<file path="src/mt_pkg.sv">
// Package for the MT19937 word generator: pool geometry, seeding and
// twist/temper constants. No dependencies.
package mt_pkg;

  localparam int unsigned STATE_DEPTH = 624;
  localparam int unsigned TWIST_OFFSET = 397;
  localparam int unsigned IDX_W = $clog2(STATE_DEPTH);

  typedef logic [IDX_W-1:0] idx_t;
  typedef logic [31:0] word_t;

  localparam idx_t LAST_IDX = idx_t'(STATE_DEPTH - 1);

  localparam word_t TWIST_MATRIX = 32'h9908_b0df;
  localparam word_t TEMPER_B = 32'h9d2c_5680;
  localparam word_t TEMPER_C = 32'hefc6_0000;
  localparam word_t LCG_MULT = 32'd69069;
  localparam word_t SEED_RESET = 32'd4357;

endpackage

</file>
<file path="src/mt_temper.sv">
// Output tempering of one MT19937 state word.
// Uses mt_pkg for the tempering masks.
module mt_temper (
  input  mt_pkg::word_t word_i,
  output mt_pkg::word_t word_o
);

  mt_pkg::word_t y1, y2, y3;

  assign y1 = word_i ^ (word_i >> 11);
  assign y2 = y1 ^ ((y1 << 7) & mt_pkg::TEMPER_B);
  assign y3 = y2 ^ ((y2 << 15) & mt_pkg::TEMPER_C);
  assign word_o = y3 ^ (y3 >> 18);

endmodule

</file>
<file path="config.mk">
export PLATFORM = sky130hd
export DESIGN_NAME = mt_temper
export DESIGN_NICKNAME = d
export VERILOG_FILES = /design/src/mt_pkg.sv /design/src/mt_temper.sv
export SDC_FILE = /design/constraint.sdc
export NUM_CORES = 1
export LEC_CHECK = 0
export BUFFER_PORTS_ARGS = -buffer_cell sky130_fd_sc_hd__buf_2
export CAP_MARGIN = 15
export CELL_PAD_IN_SITES_DETAIL_PLACEMENT = 0
export CELL_PAD_IN_SITES_GLOBAL_PLACEMENT = 1
export CORE_ASPECT_RATIO = 1.1
export CORE_MARGIN = 2
export CORE_UTILIZATION = 23
export DETAILED_ROUTE_END_ITERATION = 10
export PLACE_DENSITY = 0.79
export SYNTH_ARGS = -nofsm -noshare
export SYNTH_HDL_FRONTEND = slang
export SYNTH_SLANG_ARGS = --single-unit
</file>
<file path="constraint.sdc">
create_clock -name vclk -period 1.2
set_input_delay 0.24 -clock vclk [all_inputs]
set_output_delay 0.24 -clock vclk [all_outputs]
set_load 0.01 [all_outputs]
</file>
After elaboration in Yosys (flattened, before gate mapping)
Index checks and enable logic that the tools add are counted.
{"block": "word_totals", "inputBits": 32, "ff_bits": 0, "output_inout_bits": 32, "word_cells": 4}
{"block": "classes", "bitwise": 4}
{"op": "XOR 32 bit", "count": 2}
{"op": "XOR 32 x 14 -> 32 bit", "count": 1}
{"op": "XOR 32 x 21 -> 32 bit", "count": 1}

Logic depth before layout (Yosys ltp)
{"block": "depth", "depth_word": 4, "depth_mapped": 3, "ltp_nobuf": 3}

Least setup slack after synthesis
No wires, ideal clock.
{"block": "synth_path", "path_type": "in2out", "startpoint": "input word_i[22]", "endpoint": "output word_o[0]", "setup_slack_ps": -275, "arrival_ps": 1235, "required_time_ps": 960, "stages": 3, "path_buffers": 0, "cell_sequence": "xnor2_2 > xnor3_1 > xnor2_1"}
{"block": "synth_between", "elab_chain_cells": 4}
{"element": "start: declaration", "line_no": "mt_temper.sv:4", "source": "input mt_pkg::word_t word_i,"}
{"element": "XOR 32 x 21 -> 32 bit", "line_no": "mt_temper.sv:10", "source": "assign y1 = word_i ^ (word_i >> 11);"}
{"element": "XOR 32 bit", "line_no": "mt_temper.sv:11", "source": "assign y2 = y1 ^ ((y1 << 7) & mt_pkg::TEMPER_B);"}
{"element": "XOR 32 bit", "line_no": "mt_temper.sv:12", "source": "assign y3 = y2 ^ ((y2 << 15) & mt_pkg::TEMPER_C);"}
{"element": "XOR 32 x 14 -> 32 bit", "line_no": "mt_temper.sv:13", "source": "assign word_o = y3 ^ (y3 >> 18);"}
{"element": "end: declaration", "line_no": "mt_temper.sv:5", "source": "output mt_pkg::word_t word_o"}
Every way passes these cells.

Worst setup path in the final report
{"block": "layout_path", "startpoint": "input word_i[9]", "endpoint": "output word_o[6]"}
The elaborated chain is that of the path after synthesis.

==> summary.md <==
| Metric | Value |
|---|---|
| Biggest area consumer among synthesized cells | `xnor2_1` |
| Critical path's slowest cell | `xnor3_2` |
| Min cycle time layout | `1540 ps` |
| Storage element area | `0 sq um` |
| Final wirelength | `2.43 mm` |
| Tcrit/Tclk final | `128%` |
| Layout Cell Area excl Fill | `1960 sq um` |
| Synth top area share | `44.2%` |
| Cell count after synthesis | `57` |
| First-pass detailed-route iteration total | `3` |
| Hold Path Class | `in2out` |
| Nets | `191` |
| Vias in the first global route | `877` |
| CP Class | `in2out` |
| N_diodes | `0` |
| Synth warn | `0` |
| Worst path cell trace | `buf_6 -> xnor3_2 -> xnor2_4 -> xnor2_2 -> buf_2` |
| Antenna-violating nets left | `0` |
| Initial antenna violation count | `0` |
| Post-DP Area | `1380 sq um` |
| DIE WIDTH | `54.1 um` |
| Total power | `0.00165 W` |
| Startpoint types | `input port` |
| Io pins | `64` |
| F_max | `650 MHz` |
| P_leak | `0.946 nW` |
| Dpl hpwl | `1.63 mm` |
| Slew @ Worst Pin | `434 ps` |
| Most frequent cells in the layout | `buf_2, buf_6, buf_4` |
| First-pass GRT wire length | `3.64 mm` |
| Setup violators final | `23` |
| Maximum vdd drop | `605 uV` |
| Initial DRC Count | `5` |
| Slowest cell delay on critical path | `480 ps` |
| Critical path endpoint category | `output port` |
| Worst EP required | `960 ps` |
| Fill cells | `174` |
| Starting Density | `24.7%` |
| Multi-input logic area | `1060 sq um` |
| Critical path peak fanout | `2` |
| Placed instance count | `178` |
| Die Area | `3190 sq um` |
| Clock buf count | `0` |
| Largest net degree at the start of global routing | `4` |
| DR vias | `763` |
| Synthesized area | `634 sq um` |
| Drt wl/cell | `12.9 um` |
| Syn avg cell area | `11.1 sq um` |
| Max-cap viol count | `0` |
| P per Cell Area | `840 nW/um^2` |
| Register area share after synthesis | `0%` |
| IO buf count | `64` |
| DRC Markers | `0` |
| Commonest non-fill, non-tap cell in the layout | `buf_2` |
| Gr ovfl total | `0` |
| Status | `finished with violations` |
| Number of distinct library cells after synthesis | `6` |
| DR vias/cell | `4.06` |
| Arrival @ worst endpoint | `1300 ps` |
| Slew headroom | `70.9%` |
| Slack of the critical path | `-339 ps` |
| Seq Cell Count | `0` |
| Area Growth Syn to Fin | `209%` |
| Post-Layout Cell Count | `188` |
| Share of cells above drive strength 1 | `89.2%` |
| FP Rows | `19` |
| Fin. Hold Viols | `0` |
| Max-slew violation count | `0` |
| Total GRT Usage | `15.0%` |
| Core area | `2570 sq um` |
| Top cells by area, synth | `xnor2_1, xnor3_1, xor2_1` |
| Die height | `59.1 um` |
| Syn nets | `89` |
| Failing checks | `negative setup slack` |
| Gpl congestion | `0.658` |
| RSZ-0062 raised after global routing | `yes` |
-- repair_timing --
action,in CTS,in global routing
gates resized for setup,68,25
buffers inserted,7,5
pin swaps,24,17
hold buffers,0,0
setup endpoints to repair,26,27
-- layout make-up --
| type | count | area share, % |
|---|---|---|
| Multi-Input combinational cell | 57 | 54.0 |
| Timing Repair Buffer | 100 | 44.1 |
| Tap cell | 31 | 1.98 |
-- cell families after synthesis --
| kind of cell | Yosys count | share of synthesized area, % |
|---|---|---|
| xor gates and xnor gates | 57 | 100 |
-- stage by stage --
stage	worst slack, ps	hold WS, ps	utilization (%)	TNS [ps]
after global routing	-374	797	76.3	-5690
after detailed placement	-358	782	53.6	-5870
after floorplan	-182	550	-	-960
after CTS	-349	772	69.6	-4590
final	-339	772	76.3	-4730
after global placement	-333	778	53.6	-5550
-- report_power, final --
group          internal (W)  leakage, nW  total (W)  switching [W]
Clock                     0            0          0              0
Sequential                0            0          0              0
Combinational      0.000978        0.946    0.00165       0.000667
-- cell usage after synthesis --
| cell | n |
|---|---|
| xnor2_2 | 4 |
| xor3_1 | 1 |
| xnor2_1 | 32 |
| xnor3_1 | 6 |
| xor2_2 | 1 |
| xor2_1 | 13 |
-- metal layers --
metal	vias to the layer above	GRT usage (%)	share of wire, %
met5	-	0	0
met4	0	0	0
li1	374	-	-
met2	35	34.3	65
met3	0	0.505	5.0
met1	354	14.3	30
-- worst max-delay path: cells and delay by family --
| family | cells | cell delay (ps) |
|---|---|---|
| buffers and inverters | 2 | 220 |
| XOR/XNOR | 3 | 840 |
-- path summary, 6_finish.rpt --
kind,from,to,slack [ps],cells past startpoint
min,word_i[24],word_o[31],770,3
max,word_i[9],word_o[6],-340,5
(Power assumes the default switching activity.)
